===== config.mk =====
export PLATFORM = sky130hd
export DESIGN_NAME = pidc_front
export DESIGN_NICKNAME = d
export VERILOG_FILES = /design/src/rtl/core/pidc_pkg.sv /design/src/rtl/core/pidc_front.sv
export SDC_FILE = /design/constraint.sdc
export NUM_CORES = 1
export LEC_CHECK = 0
export BUFFER_PORTS_ARGS = -buffer_cell sky130_fd_sc_hd__clkbuf_2
export CORE_ASPECT_RATIO = 0.9
export CORE_MARGIN = 8
export CORE_UTILIZATION = 57
export CTS_CLUSTER_DIAMETER = 60
export DETAILED_ROUTE_END_ITERATION = 6
export PLACE_DENSITY = 0.8
export SYNTH_ARGS = -nofsm -noshare
export SYNTH_HDL_FRONTEND = slang
export SYNTH_SLANG_ARGS = --single-unit

===== constraint.sdc =====
create_clock -name clk -period 14.3 [get_ports clk]
set_input_delay 1.43 -clock clk [delete_from_list [all_inputs] [get_ports clk]]
set_output_delay 1.43 -clock clk [all_outputs]
set_load 0.02 [all_outputs]

===== src/rtl/core/pidc_pkg.sv =====
// pidc_pkg: shared constants, register index codes and width helpers
// for the pid controller with output clamp; no dependencies
package pidc_pkg;

  localparam int DATA_WIDTH_DEF = 32;
  localparam int FRAC_BITS_DEF  = 16;

  localparam int SUM_BITS    = 48;
  localparam int SUM_LO_BITS = SUM_BITS / 2;
  localparam int SUM_HI_BITS = SUM_BITS - SUM_LO_BITS;

  localparam int CFG_IDX_W = 2;

  typedef enum logic [CFG_IDX_W-1:0] {
    CFG_KP    = 2'd0,
    CFG_KI    = 2'd1,
    CFG_KD    = 2'd2,
    CFG_LIMIT = 2'd3
  } cfg_idx_t;

  // width that holds every full product of a gain and an error term
  function automatic int prod_width(input int dw);
    return (2 * dw + 2 > dw + SUM_BITS) ? 2 * dw + 2 : dw + SUM_BITS;
  endfunction

endpackage


===== src/rtl/core/pidc_front.sv =====
// pidc_front: error, derivative difference and saturating integral state,
// first pipeline register of the controller; depends on pidc_pkg
module pidc_front #(
  parameter int DATA_WIDTH = pidc_pkg::DATA_WIDTH_DEF
) (
  input  logic                                clk,
  input  logic                                rst_n,
  input  logic                                up_valid,
  output logic                                up_ready,
  input  logic signed [DATA_WIDTH-1:0]        setpoint,
  input  logic signed [DATA_WIDTH-1:0]        measured,
  input  logic                                dn_ready,
  output logic                                dn_valid,
  output logic signed [DATA_WIDTH:0]          err_o,
  output logic signed [DATA_WIDTH+1:0]        diff_o,
  output logic signed [pidc_pkg::SUM_BITS-1:0] sum_o
);
  import pidc_pkg::*;

  localparam int NSW = ((SUM_BITS > DATA_WIDTH + 1) ? SUM_BITS : DATA_WIDTH + 1) + 1;

  logic                         valid_r, valid_nxt;
  logic                         accept;
  logic signed [DATA_WIDTH:0]   err_nxt, err_r;
  logic signed [DATA_WIDTH+1:0] diff_nxt, diff_r;
  logic signed [SUM_BITS-1:0]   sum_nxt, sum_r;
  logic signed [SUM_BITS-1:0]   error_sum_r;
  logic signed [DATA_WIDTH:0]   last_error_r;
  logic signed [NSW-1:0]        ns_wide;
  logic                         ns_ovf;

  always_comb begin
    err_nxt  = $signed({setpoint[DATA_WIDTH-1], setpoint})
             - $signed({measured[DATA_WIDTH-1], measured});
    diff_nxt = $signed({err_nxt[DATA_WIDTH], err_nxt})
             - $signed({last_error_r[DATA_WIDTH], last_error_r});
    ns_wide  = NSW'(error_sum_r) + NSW'(err_nxt);
    ns_ovf   = !((&ns_wide[NSW-1:SUM_BITS-1]) || !(|ns_wide[NSW-1:SUM_BITS-1]));
    if (ns_ovf) begin
      sum_nxt = ns_wide[NSW-1] ? $signed({1'b1, {(SUM_BITS-1){1'b0}}})
                               : $signed({1'b0, {(SUM_BITS-1){1'b1}}});
    end else begin
      sum_nxt = ns_wide[SUM_BITS-1:0];
    end
  end

  assign up_ready  = !valid_r || dn_ready;
  assign accept    = up_valid && up_ready;
  assign valid_nxt = accept || (valid_r && !dn_ready);

  always_ff @(posedge clk) begin
    if (!rst_n) begin
      valid_r      <= 1'b0;
      error_sum_r  <= '0;
      last_error_r <= '0;
    end else begin
      valid_r <= valid_nxt;
      if (accept) begin
        error_sum_r  <= sum_nxt;
        last_error_r <= err_nxt;
      end
    end
  end

  always_ff @(posedge clk) begin
    if (accept) begin
      err_r  <= err_nxt;
      diff_r <= diff_nxt;
      sum_r  <= sum_nxt;
    end
  end

  assign dn_valid = valid_r;
  assign err_o    = err_r;
  assign diff_o   = diff_r;
  assign sum_o    = sum_r;

  a_last_error_tracks : assert property (@(posedge clk) disable iff (!rst_n)
    accept |=> last_error_r == $past(err_nxt))
    else $error("previous error not updated on transaction");

  a_sum_holds_idle : assert property (@(posedge clk) disable iff (!rst_n)
    !accept |=> $stable(error_sum_r) && $stable(last_error_r))
    else $error("controller state moved without a transaction");

  a_payload_holds : assert property (@(posedge clk) disable iff (!rst_n)
    valid_r && !dn_ready |=> $stable(err_r) && $stable(diff_r) && $stable(sum_r))
    else $error("stalled transaction changed");

endmodule


==> run metrics <==
status completed; hold-fix buffers at CTS 0; fin cells 1856; post-synth cell types 75; Required @ worst endpoint 14.62 ns; Initial DRC Count 955; post-CTS sizing 0; worst r2r src error_sum_r[0]; Net Count, Synth 1572; slowest stage delay, CP 0.77 ns; filler cell count 1883; routability congestion estimate 0.911; final wirelength 33500 um; Pleak 6.45 nW; area leader, netlist edfxtp_1; fmax 125 MHz; residual DRC count 0; Storage cell area 0.00509 sq mm; Avg Vias per Cell 5.84; IO Pins 185; clk_lat worst skew 0.44 ns; final hold vios 0; Syn Area/Cell 9.19 sq um; nets 1730; placed cell count 1824; die height 158 um; leading cell types in the layout, fill and taps excluded 184 x clkbuf_2, 133 x nor2_1, 126 x a21oi_1, 122 x nand2_1, 115 x edfxtp_1; Core Rows 52; EDFF count, synth 115; clk slew on worst S/H paths 0.08 ns; Crit. End Element register; worst slew pin tran 1.19 ns; relative slew slack 0.207; core area 0.0223 sq mm; initial antenna violation count 0; register area share after synthesis 0.399; global route total overflow 0; reg2reg path depth 13; multi-input logic area 0.00707 sq mm; clock root buffer master clkbuf_16; Initial Util 0.573; Post-CTS Setup Repair Bufs 0; largest net degree at the start of global routing 90; crit path capture error_sum_r[13]; P&R area growth vs syn 13.3%; power density cells 182 mW/mm^2; total of max-cap violations 0; #FFs+latches synth 197; async set-reset flop share out of synthesis 0; number of buffers created by CTS 17; crit path kind in -> reg; Routed WL per cell 18.1 um; Synth top area share 0.271; CTS max path bufs 2; CTS H-tree lvls 4; post-DP HPWL 24400 um; r2r setup slk 9.77 ns; Pins Over Slew Limit 0; top cells by area, synth edfxtp_1 27%, dfxtp_1 13%, ha_1 11%; Sink Count 197; ANT cells 0; Critical Path Source Type primary input; Post-Synthesis Cells 1388; period utilisation layout 0.562; drt first pass iters 7; IO buf count 184; Fin Setup TNS 0 ns; Worst path slowest cell nand3_1; clock skew 0.0135 ns; min-delay worst type reg -> reg; RSZ-0062 raised after global routing false; setup violators final 0; R2R Path End error_sum_r[13]; Worst VDD drop 0.105 mV; chip width 174 um; layout cells sized above 1 0.171; CP max FO 22; worst endpoint data arrival time 8.36 ns; crit path from setpoint[0]; ys flop type edfxtp_1; synth warn 0; die area 0.0274 sq mm; post-route ant nets 0; commonest non-fill, non-tap cell in the layout clkbuf_2; synthesized area 0.0128 sq mm; crit path cell chain clkbuf_2 -> inv_1 -> ha_1 -> fa_1 -> nor2b_1 -> o21ai_0 -> a21oi_1 -> o31a_1 -> a311o_1 -> o311ai_0 -> buf_4 -> o31ai_1 -> xor2_1 -> ha_1 -> and4_4 -> nand2_2 -> or3_1 -> a211o_1 -> a31o_4 -> o41ai_4 -> xnor2_1 -> nand2_1 -> nand3_1 -> o21ai_0; vias 10800; first-pass GRT wire length 53000 um; GRT Util Overall 0.237; min Tclk post-route 8.03 ns; vias in the first global route 10400; CTS tree done
## synthesized netlist by cell type, types with 5 or more instances
library cell,instances
o21ai_2,7
ha_1,113
a31oi_1,11
o21ai_0,69
maj3_1,6
a41oi_1,5
o31ai_1,8
nand4_1,9
and3_1,14
nand3_1,34
inv_1,98
nor3_1,19
a21oi_1,126
o21bai_1,22
o21a_1,14
or3_1,9
nor2_1,134
and2_1,5
xor2_1,31
dfxtp_1,82
or2_2,5
nand2b_1,12
a21o_1,67
o21ai_1,5
a211o_1,5
edfxtp_1,115
o211ai_1,12
buf_2,11
nand2_1,123
o21ba_2,5
nor2b_1,16
xnor2_1,68
a21oi_2,5
a211oi_1,11
nor3_2,5
clkbuf_1,33
## routing by layer
layer  track usage  share of wire  vias to the layer above
met2         0.397           0.47                      384
li1              -              -                     5305
met5             0              0                        -
met1         0.313           0.45                     5106
met4        0.0533          0.013                        0
met3        0.0508          0.073                       39
## registers in the layout (all words and copies together), names as in the netlist
signal / count
diff_o: 34
dn_valid: 1
err_o: 33
error_sum_r: 48
last_error_r: 33
sum_o: 48
## worst max-delay path: cells and delay by family
| family | cells | cell delay (ns) |
|---|---|---|
| AO/OA/AOI/OAI | 10 | 3.03 |
| XOR/XNOR | 2 | 0.83 |
| adder cells (fa/ha/maj) | 3 | 0.95 |
| buffers and inverters | 3 | 0.31 |
| AND/OR/NAND/NOR | 6 | 1.78 |
## report_power, final
| part | leakage (nW) | total (mW) | internal, mW | switching [mW] |
|---|---|---|---|---|
| clock | 0.282 | 0.476 | 0.244 | 0.231 |
| combinational | 4.38 | 1.29 | 0.470 | 0.822 |
| sequential | 1.79 | 0.855 | 0.797 | 0.0584 |
## stage by stage
stage	setup slack [ns]	power, mW	util	cell area [sq um]	hold WS (ns)
after floorplan	7.48	1.80	-	12800	0.432
after global placement	6.24	2.11	0.624	13900	0.442
after detailed placement	6.00	2.13	0.624	13900	0.447
after CTS	6.31	2.61	0.650	14500	0.456
after global routing	5.77	2.78	0.650	14500	0.476
final	6.27	2.62	0.650	14500	0.458
## layout make-up
class	instances	area share
inverters	98	0.0258
clock buffers	20	0.0324
flip-flops and latches	197	0.352
multi-input cells	1041	0.489
clock inverters	12	0.00727
well taps	297	0.0257
repair buffers	191	0.0673
## worst min path at each step
stage | to | depth (start not counted) | slack [ns] | startpoint
floorplan | error_sum_r[11] | 2 | 0.43 | error_sum_r[11]
global placement | last_error_r[23] | 2 | 0.44 | last_error_r[23]
detailed placement | last_error_r[22] | 2 | 0.45 | last_error_r[22]
CTS | last_error_r[22] | 2 | 0.46 | last_error_r[22]
global route | last_error_r[22] | 2 | 0.48 | last_error_r[22]
finish | last_error_r[28] | 2 | 0.46 | last_error_r[28]
## kinds of logic (layout without fill, tap and decap cells)
logic type      Yosys count  count (layout)  share of synthesized area
fa+ha+maj               122             122                      0.120
flops                   197             197                      0.399
buf+inv                 150             321                     0.0470
compound gates          418             418                      0.218
mux                       2               2                    0.00167
xor+xnor                100             100                     0.0701
simple gates            399             399                      0.144
No activity file was read; power rests on OpenSTA's default activity.
