<file path="config.mk">
export PLATFORM = sky130hd
export DESIGN_NAME = pidc_clamp
export DESIGN_NICKNAME = d
export VERILOG_FILES = /design/src/rtl/core/pidc_pkg.sv /design/src/rtl/core/pidc_clamp.sv
export SDC_FILE = /design/constraint.sdc
export NUM_CORES = 1
export LEC_CHECK = 0
export ABC_AREA = 1
export BUFFER_PORTS_ARGS = -buffer_cell sky130_fd_sc_hd__buf_2
export CORE_MARGIN = 2
export CORE_UTILIZATION = 40
export CTS_CLUSTER_DIAMETER = 150
export CTS_CLUSTER_SIZE = 24
export DETAILED_ROUTE_END_ITERATION = 10
export SYNTH_ARGS = -nofsm -noshare
export SYNTH_HDL_FRONTEND = slang
export SYNTH_SLANG_ARGS = --single-unit
</file>
<file path="constraint.sdc">
create_clock -name clk -period 4.41 [get_ports clk]
set_input_delay 0.441 -clock clk [delete_from_list [all_inputs] [get_ports clk]]
set_output_delay 0.441 -clock clk [all_outputs]
set_load 0.05 [all_outputs]
</file>
<file path="src/rtl/core/pidc_pkg.sv">
// pidc_pkg: shared constants, register index codes and width helpers
// for the pid controller with output clamp; no dependencies
package pidc_pkg;

  localparam int DATA_WIDTH_DEF = 32;
  localparam int FRAC_BITS_DEF  = 16;

  localparam int SUM_BITS    = 48;
  localparam int SUM_LO_BITS = SUM_BITS / 2;
  localparam int SUM_HI_BITS = SUM_BITS - SUM_LO_BITS;

  localparam int CFG_IDX_W = 2;

  typedef enum logic [CFG_IDX_W-1:0] {
    CFG_KP    = 2'd0,
    CFG_KI    = 2'd1,
    CFG_KD    = 2'd2,
    CFG_LIMIT = 2'd3
  } cfg_idx_t;

  // width that holds every full product of a gain and an error term
  function automatic int prod_width(input int dw);
    return (2 * dw + 2 > dw + SUM_BITS) ? 2 * dw + 2 : dw + SUM_BITS;
  endfunction

endpackage

</file>
<file path="src/rtl/core/pidc_clamp.sv">
// pidc_clamp: sum of the three scaled terms, symmetric clamp and the
// output register; depends on pidc_pkg
module pidc_clamp #(
  parameter int DATA_WIDTH = pidc_pkg::DATA_WIDTH_DEF
) (
  input  logic                                              clk,
  input  logic                                              rst_n,
  input  logic [DATA_WIDTH-2:0]                             limit,
  input  logic                                              up_valid,
  output logic                                              up_ready,
  input  logic signed [pidc_pkg::prod_width(DATA_WIDTH)-1:0] term_p_i,
  input  logic signed [pidc_pkg::prod_width(DATA_WIDTH)-1:0] term_i_i,
  input  logic signed [pidc_pkg::prod_width(DATA_WIDTH)-1:0] term_d_i,
  input  logic                                              dn_stall,
  output logic                                              dn_valid,
  output logic signed [DATA_WIDTH-1:0]                      drive,
  output logic                                              clamped
);
  import pidc_pkg::*;

  localparam int PW = prod_width(DATA_WIDTH);
  localparam int RW = PW + 2;

  logic                 c_valid_r, c_valid_nxt, c_ready, c_load;
  logic signed [RW-1:0] raw_nxt, raw_r;

  logic                          d_valid_r, d_valid_nxt, d_ready, d_load;
  logic signed [RW-1:0]          hi_lim, lo_lim;
  logic signed [DATA_WIDTH-1:0]  lim_ext;
  logic signed [DATA_WIDTH-1:0]  drive_nxt, drive_r;
  logic                          clamped_nxt, clamped_r;

  assign raw_nxt = RW'(term_p_i) + RW'(term_i_i) + RW'(term_d_i);

  always_comb begin
    lim_ext = $signed({1'b0, limit});
    hi_lim  = RW'(lim_ext);
    lo_lim  = -hi_lim;
    priority if (raw_r > hi_lim) begin
      drive_nxt   = lim_ext;
      clamped_nxt = 1'b1;
    end else if (raw_r < lo_lim) begin
      drive_nxt   = -lim_ext;
      clamped_nxt = 1'b1;
    end else begin
      drive_nxt   = raw_r[DATA_WIDTH-1:0];
      clamped_nxt = 1'b0;
    end
  end

  assign d_ready     = !d_valid_r || !dn_stall;
  assign c_ready     = !c_valid_r || d_ready;
  assign up_ready    = c_ready;
  assign c_load      = up_valid && c_ready;
  assign d_load      = c_valid_r && d_ready;
  assign c_valid_nxt = c_load || (c_valid_r && !d_ready);
  assign d_valid_nxt = d_load || (d_valid_r && dn_stall);

  always_ff @(posedge clk) begin
    if (!rst_n) begin
      c_valid_r <= 1'b0;
      d_valid_r <= 1'b0;
    end else begin
      c_valid_r <= c_valid_nxt;
      d_valid_r <= d_valid_nxt;
    end
  end

  always_ff @(posedge clk) begin
    if (c_load) begin
      raw_r <= raw_nxt;
    end
    if (d_load) begin
      drive_r   <= drive_nxt;
      clamped_r <= clamped_nxt;
    end
  end

  assign dn_valid = d_valid_r;
  assign drive    = drive_r;
  assign clamped  = clamped_r;

  a_clamp_at_limit : assert property (@(posedge clk) disable iff (!rst_n)
    d_valid_r && clamped_r |-> drive_r == lim_ext || drive_r == -lim_ext)
    else $error("clamped drive is not at the limit");

  a_unclamped_in_range : assert property (@(posedge clk) disable iff (!rst_n)
    d_valid_r && !clamped_r |-> drive_r <= lim_ext && drive_r >= -lim_ext)
    else $error("unclamped drive outside the limit");

  a_in_range_not_flagged : assert property (@(posedge clk) disable iff (!rst_n)
    d_load && raw_r <= hi_lim && raw_r >= lo_lim
      |=> !clamped_r && drive_r == $past(raw_r[DATA_WIDTH-1:0]))
    else $error("in-range drive flagged as clamped");

endmodule

</file>
==> results by group, run 1 <==
Outcome
  – Outcome: complete, no violations

Die
  – Die H: a little over 200 um
  – Initial Util: 40.6%
  – I/O pins: 310
  – Die footprint: approximately 43000 um^2
  – Core Region: 40900 um^2
  – Die Span X: 208 um
  – Row count: 74

Timing
  – Final hold slack: around 250 ps
  – Final Hold Violating Endpoints: 0
  – Final worst setup slack: 485 ps
  – RSZ-0062 raised after global routing: no
  – Worst slew pin tran: approximately 1100 ps
  – Final setup viols: 0
  – Setup TNS Final: 0 ps
  – Crit share post-route: 89.0%
  – Worst slew margin: 29.0%
  – Skew final: just over 9 ps
  – Max Slew Vio Count: 0
  – F_max: roughly 0.25 GHz
  – Final min period: around 3900 ps

Synthesis
  – Sequential area share after synthesis: between 20% and 30%
  – #FFs+latches synth: about 120
  – Yosys cell types: 54
  – Syn Std Cell Area: 16600 um^2
  – Mapped Nets: 2797
  – Most used DFF post-synth: edfxtp_1
  – Syn Inst Count: about 2.2k
  – Warnings, synthesis: 0
  – Syn avg cell area: 7.39 um^2
  – Number of synthesized flops with an enable pin: roughly 120
  – Ys async rst share: 0%

Global route
  – Gr usage total: between 20% and 30%
  – Initial antenna violation count: 1
  – Vias in the first global route: roughly 17k
  – Grt ovf: 0
  – First-pass GRT wire length: slightly above 90 mm
  – Pin count of the biggest net entering global routing: 83

Cells and area
  – Ant diodes: 0
  – Final #Nets: 3121
  – Area growth syn-to-layout: 16.6%
  – Share of cells above drive strength 1: a little under a fifth
  – Fill count: roughly 4.3k
  – Final Non-Filler Cells: between 3k and 4k

Power and ir drop
  – Maximum vdd drop: ~0.29 mV
  – Sw Share: 48.4%
  – Power Density: 365 nW/um^2
  – Clk pwr share: about 18%
  – Sw power: around 0.0034 W
  – Reg power frac: about 28%
  – Internal Power: between 0.003 and 0.004 W
  – Combinational Power Share: 54.4%
  – Leakage power: approximately 9 nW

Placement
  – Routability cong.: just under 1
  – Port Buf Inserts: 309
  – Placed insts: 3084
  – Final HPWL from detailed placement: about 55 mm
  – DP Worst Slack: 92.3 ps

CTS
  – Cts hold-fix bufs: 0
  – CTS tree: yes
  – Maximum buffer depth of the clock tree: 2
  – Reg clk slew, reported paths: approximately 60 ps
  – Post-CTS Setup Bufs: 0
  – CTS resizes: 0
  – Clock sink count: 117
  – Clk Tree Root Cell: clkbuf_16
  – Worst-Skew Late Latency: approximately 430 ps
  – Number of CTS-inserted buffers: 17
  – H-tree Lvls: 4

Routing
  – Initial DRT Pass Iterations: 5
  – Routed length per placed instance: approximately 20 um
  – Routed vias: roughly 17k
  – DRT iter0 DRCs: 938
  – Antenna-violating nets left: 0
  – DRC: 0
  – Via-per-instance ratio: ~5.3
  – WL final: roughly 61 mm

Worst setup path
  – Setup crit start kind: input port
  – Delay of the slowest critical-path stage: approximately 440 ps
  – Reg-to-reg endpoint: drive[1]
  – Crit end category: flop
  – Setup Crit Path Kind: input port to flop
  – CP max stage cell: nor4_2
  – R2R cell count: 11
  – CP required: around 4600 ps
  – Crit Path Max Fanout: 17
  – Worst Path Arrival: about 4000 ps
  – Worst R2R Setup Slack: about 1700 ps
  – Worst r2r src: raw_r[29]

Min path
  – Hold Crit Depth: 3
  – HP Start: rst_n
  – Hold EP: dn_valid
  – HP Class: input port to flop

Job
  – Max cap viols: 0
[cell usage after synthesis (33+ instances only)]
cell type    n  share of area, %
ha_1       194                15
nor2_1     322               7.3
fa_1        81               9.8
nand3_2     33               2.0
nor3_1      35               1.1
inv_1      272               6.1
o21ai_0     94               2.8
nand2_1    437               9.9
inv_2       36              0.81
a21oi_1    180               5.4
xor2_1      72               3.8
edfxtp_1   115                21
nand3_1    143               4.3
[worst max-delay path: cells and delay by family]
family	cells	cell delay (ps)
and+or+nand+nor	17	2310
adders and majority gates	2	510
buffers and inverters	4	500
AOI/OAI and AO/OA	2	310
[layout make-up]
| cell class | count | area, um^2 | area share, % |
|---|---|---|---|
| tap | 532 | 666 | 3.44 |
| clock inverter | 15 | 115 | 0.595 |
| timing repair buffer | 330 | 1720 | 8.87 |
| clock buffer | 17 | 425 | 2.20 |
| multi-input combinational | 1797 | 11800 | 60.9 |
| inverter | 308 | 1160 | 5.97 |
| sequential | 117 | 3490 | 18.0 |
[metal layers]
layer	up-vias	GRT usage, %	part of all wire, %
li1	8156	-	-
met1	7826	37.2	45
met2	546	47.7	47
met3	73	2.50	5.2
met4	0	9.76	3.2
met5	-	0	0
[cells by family (layout without fill, tap and decap cells)]
group                      count (synthesis)  count (layout)  synth area share [%]
xor gates and xnor gates                  91              91                  4.85
and+or+nand+nor                         1077            1077                  30.0
DFF                                      117             117                  21.0
adders and majority gates                275             275                  24.4
buffers and inverters                    333             670                  8.04
AOI/OAI and AO/OA                        354             354                  11.7
[through the flow]
stage	instance area [um^2]	util, %	total power, W
global route	19400	47.3	0.00755
global placement	18800	46.0	0.00574
CTS	19400	47.3	0.00705
detailed placement	18800	46.0	0.00577
finish	19400	47.3	0.00707
floorplan	16600	-	0.00431
[sequential cells by signal, summed over array words and instances, names as in the netlist]
name,flops
raw_r,82
drive,32
c_valid_r,1
clamped,1
dn_valid,1
[layout by cell type, fill, tap and decap left out, types with 8 or more instances in the layout]
cell / count
inv_2: 37
o21ai_0: 94
nand4_1: 31
fa_1: 81
nor2_1: 322
nor4_1: 14
ha_1: 194
inv_1: 271
xor2_1: 72
edfxtp_1: 115
nand3_2: 33
o21ai_1: 16
nand2_1: 437
clkbuf_16: 17
xnor2_1: 18
nor3_2: 10
buf_4: 20
o21a_1: 13
o21bai_1: 11
a31oi_1: 8
buf_2: 309
nand2_2: 9
nor4_2: 9
nor3_1: 35
a21oi_1: 179
nand3_1: 143
a21o_1: 10
[worst max-delay path by stage]
stage / start / end / slack (ps) / depth (start not counted)
after floorplan: limit[1] / drive[1] / 810 / 24
after global placement: limit[0] / drive[5] / 200 / 25
after detailed placement: limit[0] / drive[5] / 90 / 25
after CTS: limit[0] / drive[16] / 550 / 25
after global routing: limit[1] / drive[5] / 170 / 25
final: limit[0] / drive[18] / 480 / 25
[power by group through the flow]
| stage | registers (W) | logic [W] | clock network (W) |
|---|---|---|---|
| 3_3_place_gp | 0.00198 | 0.00375 | 0 |
| 2_1_floorplan | 0.00192 | 0.00238 | 0 |
| 3_5_place_dp | 0.00198 | 0.00379 | 0 |
| 6_report | 0.00197 | 0.00385 | 0.00126 |
| 4_1_cts | 0.00196 | 0.00381 | 0.00128 |
| 5_1_grt | 0.00199 | 0.00423 | 0.00133 |
Power figures use the tool's default switching activity.
==> run 2, diff against run 1 <==
- clock period: 4.41 -> 4.6 ns (I/O delays scaled with it)
==> run 2 against run 1 <==
  * Sequential share of layout area fell by 0.12 points
  * Final area rose by 0.65%
  * Largest cell class unchanged
  * Die area did not move
  * Via count fell by 0.46%
  * Highest routed layer unchanged
  * Register-to-register slack improved by 50 ps
  * Wire length rose by 4.7%
  * Power barely moved
  * Utilization rose by 0.31 points
  * Critical path type unchanged
==> results by group, run 2 (synthesis results as in run 1) <==
Power and ir drop
  – Sw Share: between 40% and 50%
  – Leakage power: roughly 8.8 nW
  – Combinational Power Share: a little over half
  – Reg power frac: between 20% and 30%
  – Maximum vdd drop: ~0.27 mV
  – Sw power: around 0.0033 W
  – Internal Power: ~0.0037 W
  – Clk pwr share: 20.3%
  – Power Density: ~360 nW/um^2

CTS
  – CTS tree: yes
  – Maximum buffer depth of the clock tree: 2
  – Post-CTS Setup Bufs: 0
  – Clk Tree Root Cell: clkbuf_16
  – Cts hold-fix bufs: 0
  – Worst-Skew Late Latency: ~420 ps
  – CTS resizes: 0
  – Number of CTS-inserted buffers: 17
  – H-tree Lvls: 4
  – Reg clk slew, reported paths: about 60 ps
  – Clock sink count: 117

Die
  – Die Span X: around 210 um
  – Die H: ~210 um
  – Initial Util: around two fifths
  – Die footprint: ~43000 um^2
  – I/O pins: slightly above 300
  – Core Region: between 40000 and 50000 um^2
  – Row count: 74

Timing
  – RSZ-0062 raised after global routing: no
  – Final Hold Violating Endpoints: 0
  – Setup TNS Final: 0 ps
  – Worst slew margin: between 20% and 30%
  – F_max: 0.264 GHz
  – Final min period: between 3000 and 4000 ps
  – Worst slew pin tran: 1070 ps
  – Crit share post-route: between 80% and 90%
  – Skew final: 9.42 ps
  – Final setup viols: 0
  – Max Slew Vio Count: 0

Worst setup path
  – CP most frequent cell: nand2_1
  – Worst Path Arrival: slightly below 4000 ps
  – Crit end category: flop
  – Crit Path Max Fanout: 16
  – Setup Crit Path Kind: input port to flop
  – Delay of the slowest critical-path stage: ~260 ps
  – CP max stage cell: ha_1
  – CP required: about 4800 ps
  – Setup crit start kind: input port

Cells and area
  – Ant diodes: 0
  – Core Util, Final: between 40 and 50%
  – Most flops, register: raw_r
  – Max FFs per register: slightly above 80
  – Most frequent cells in the layout: 437 x nand2_1, 322 x nor2_1, 309 x buf_2, 271 x inv_1, 194 x ha_1
  – Commonest non-fill, non-tap cell in the layout: nand2_1
  – Share of cells above drive strength 1: 18.9%
  – Area growth syn-to-layout: 17.3%
  – Final #Nets: roughly 3.1k

Global route
  – First-pass GRT wire length: 95.6 mm
  – Initial antenna violation count: 0
  – Grt ovf: 0
  – Gr usage total: approximately 29%
  – Vias in the first global route: 16.7k
  – Pin count of the biggest net entering global routing: 59

Outcome
  – Outcome: complete, no violations

Routing
  – Routed length per placed instance: 20.5 um
  – DRT iter0 DRCs: 979
  – DRC: 0
  – Routed vias: approximately 17k
  – Antenna-violating nets left: 0
  – Via-per-instance ratio: approximately 5.3
  – WL final: 64.0 mm
  – Initial DRT Pass Iterations: 5

Job
  – Max cap viols: 0

Min path
  – HP Class: input port to flop

Placement
  – Routability cong.: 0.976
  – Final HPWL from detailed placement: between 50 and 60 mm
  – Port Buf Inserts: just over 300
==> run 2: cell count changes in the layout (fill, tap and decap cells not counted) <==
cell        before  now
buf_4           20   16
bufinv_16        1    5
buf_12           1    4
clkinv_2         4    1
clkinvlp_4       6    3
clkinv_1         3    4
clkinv_4         0    1
==> run 2: stage by stage <==
stage               power (W)  cell area, um^2  setup WS, ps  instances  hold WS (ps)
global placement      0.00557            18800           479       3083           492
detailed placement    0.00560            18800           381       3083           513
CTS                   0.00705            19500           843       3115           267
global route          0.00752            19500           495       3115           271
floorplan             0.00413            16600           982       2247           447
finish                0.00707            19500           808       3115           287
==> run 2: area by class of cell <==
class                      instances  area [um^2]
timing repair buffer             329         1750
tap                              532          666
inverter                         308         1160
sequential                       117         3490
clock buffer                      17          425
multi-input combinational       1797        11800
fill                            4271        21400
clock inverter                    15          210
==> run 2: final timing paths <==
kind              from  depth (start not counted)   endpoint  slack (ps)
max           limit[1]                         27  drive[19]         810
min           up_valid                          3  c_valid_r         290
max reg2reg  raw_r[29]                         13   drive[0]        1790
min reg2reg   dn_valid                          2   dn_valid         520
==> run 2: worst max-delay path: cells and delay by family <==
family | cells | cell delay [ps]
AND/OR/NAND/NOR | 19 | 2230
adder cells (fa/ha/maj) | 3 | 660
buffers and inverters | 4 | 500
AO/OA/AOI/OAI | 1 | 50
==> run 2: routing by layer <==
metal / GRT usage, % / up-vias / wire, um
li1: - / 8156 / -
met2: 50.0 / 516 / 30200
met3: 1.63 / 71 / 2610
met5: 0 / - / 0
met1: 39.0 / 7782 / 29100
met4: 10.9 / 0 / 2130
==> run 2: power by group through the flow <==
stage	clock, W	sequential (W)	combinational (W)
detailed placement	0	0.00192	0.00368
CTS	0.00145	0.00189	0.00370
floorplan	0	0.00185	0.00228
finish	0.00144	0.00189	0.00374
global route	0.00150	0.00192	0.00410
global placement	0	0.00192	0.00365
==> run 3, diff against run 2 <==
- clock period: 4.6 -> 3.2 ns (I/O delays scaled with it)
==> run 3 against run 2 <==
  * The run now ends with setup timing left
  * Hold slack lost 150 ps
  * Wire length up 2.6%
  * Sequential share of layout area shrank 2.3 points
  * First-iteration DRC count up 8.9%
  * Combinational power rose by 72%
  * Count of clock-buffer cells in the layout rose by 1
  * Via count is 7.1% higher
  * Die area unchanged
==> results by group, run 3 (synthesis results as in run 1) <==
Die
  – Die Span X: between 200 and 250 um
  – I/O pins: 310
  – Initial Util: 40.6%
  – Row count: 74
  – Core Region: 40900 um^2
  – Die footprint: between 40000 and 50000 um^2
  – Die H: 208 um

Cells and area
  – Most frequent cells in the layout: 432 x nand2_1, 314 x nor2_1, 302 x buf_2, 301 x buf_4, 269 x inv_1
  – Final Cell Area: approximately 22000 um^2
  – Max FFs per register: 82
  – Core Util, Final: a little over half
  – Share of cells above drive strength 1: between 20% and 30%
  – Ant diodes: 0
  – Fill count: 4091
  – Commonest non-fill, non-tap cell in the layout: nand2_1
  – Area growth syn-to-layout: 35.0%
  – Most flops, register: raw_r
  – Final #Nets: 3425

Global route
  – Initial antenna violation count: 0
  – Vias in the first global route: about 18k
  – Gr usage total: roughly 30%
  – First-pass GRT wire length: about 100 mm
  – Grt ovf: 0
  – Pin count of the biggest net entering global routing: 83

Routing
  – WL final: about 66 mm
  – Antenna-violating nets left: 0
  – DRT iter0 DRCs: 1066
  – Highest metal used: met4
  – Initial DRT Pass Iterations: 6
  – Met3 WL: 2.68 mm
  – DRC: 0
  – Met2 wire length: between 30 and 40 mm
  – Via-per-instance ratio: ~5.2
  – Routed length per placed instance: around 19 um
  – Wl on met1: roughly 30 mm
  – Routed vias: about 18k

Timing
  – Final Hold Violating Endpoints: 0
  – Worst slew pin tran: roughly 1300 ps
  – Final min period: around 3500 ps
  – Worst slew margin: 15.2%
  – Setup TNS Final: -8710 ps
  – Crit share post-route: 110%
  – Max Slew Vio Count: 0
  – Skew final: 16.5 ps
  – Final worst setup slack: -306 ps
  – F_max: roughly 0.29 GHz
  – Final setup viols: 33
  – RSZ-0062 raised after global routing: yes

CTS
  – Clk Tree Root Cell: clkbuf_16
  – CTS tree: yes
  – Reg clk slew, reported paths: ~60 ps
  – Worst-Skew Late Latency: approximately 440 ps
  – Clock sink count: between 100 and 150
  – H-tree Lvls: 4
  – Number of CTS-inserted buffers: 17
  – Maximum buffer depth of the clock tree: 2

Outcome
  – Outcome: finished, violations left
  – Violated checks: setup timing

Worst setup path
  – CP required: 3390 ps
  – Crit Path Max Fanout: 8
  – Worst Path Arrival: around 3700 ps
  – Setup crit start kind: input port
  – Crit end category: flop
  – Setup Crit Path Kind: input port to flop

Power and ir drop
  – Pwr Total: about 0.011 W
  – Maximum vdd drop: between 0.4 and 0.5 mV
  – Leakage power: around 11 nW
  – Power Density: approximately 490 nW/um^2

Placement
  – Routability cong.: 1.02
  – Final HPWL from detailed placement: ~57 mm
  – DP Worst Slack: -859 ps
  – Placed Area: 21100 um^2
  – Port Buf Inserts: 309

Min path
  – HP Class: input port to flop

Job
  – Max cap viols: 0
## run 3: cell types whose count changed in the layout (fill, tap and decap cells not counted), moves of 6 or more
cell / delta
buf_4: +285
buf_12: +9
buf_6: +14
nor2_2: +6
nand3_1: -47
nor2_1: -8
buf_2: -7
nand3_2: +44
## run 3: metrics by stage
step	cells	hold slack [ps]
detailed placement	3356	528
CTS	3415	118
global placement	3356	495
finish	3419	134
global route	3419	142
floorplan	2247	447
## run 3: power by group
part	internal (W)	leakage [nW]	switching, W	total (W)
sequential	0.00227	1.13	0.000462	0.00273
clock	0.00114	0.276	0.000717	0.00185
combinational	0.00252	9.11	0.00392	0.00644
total	0.00593	10.5	0.00510	0.0110
## run 3: timing repair
item	CTS	global route
cloned	5	1
hold buffers	0	0
gates resized for setup	72	18
pin swaps	36	25
buffers inserted	23	5
endpoints found under the setup margin	33	33
## run 3: final cells by class
cell class	count	area (um^2)	share of cell area (%)
Clock inverter	13	135	0.603
Inverter	308	1180	5.25
Multi-Input combinational cell	1798	12200	54.6
Clock buffer	18	429	1.91
Tap cell	532	666	2.97
Timing Repair Buffer	633	4270	19.0
Sequential cell	117	3490	15.6
## run 3: metal layers
metal | GRT usage (%) | up-vias
met5 | 0 | -
met4 | 11.6 | 0
met3 | 2.28 | 100
met2 | 52.1 | 502
met1 | 39.7 | 8342
li1 | - | 8757
## run 3: path summary, 6_finish.rpt
path	from	endpoint	slack, ps	depth (start not counted)
setup / recovery	limit[1]	drive[29]	-310	28
hold / removal	up_valid	c_valid_r	130	3
setup reg to reg	raw_r[11]	drive[24]	380	14
hold reg to reg	dn_valid	dn_valid	530	2
## run 3: critical path, cell delays in order
cell and delay [ps]:
buf_12 110, inv_16 50, ha_4 130, nand2_4 60, nor3_4 260, nand4_4 150, nor2_4 150, nand4_4 130
nor2_8 170, nand3_4 120, buf_12 170, buf_6 110, nor4_4 120, ha_1 150, nand2_1 60, nor2_1 100
nand4_1 120, buf_4 160, nor2_2 80, nand2_1 70, nor2_1 110, nand2_1 90, nand4_1 160, nand2_4 140
buf_6 150, buf_6 120, nand3_2 60, nand3_2 60
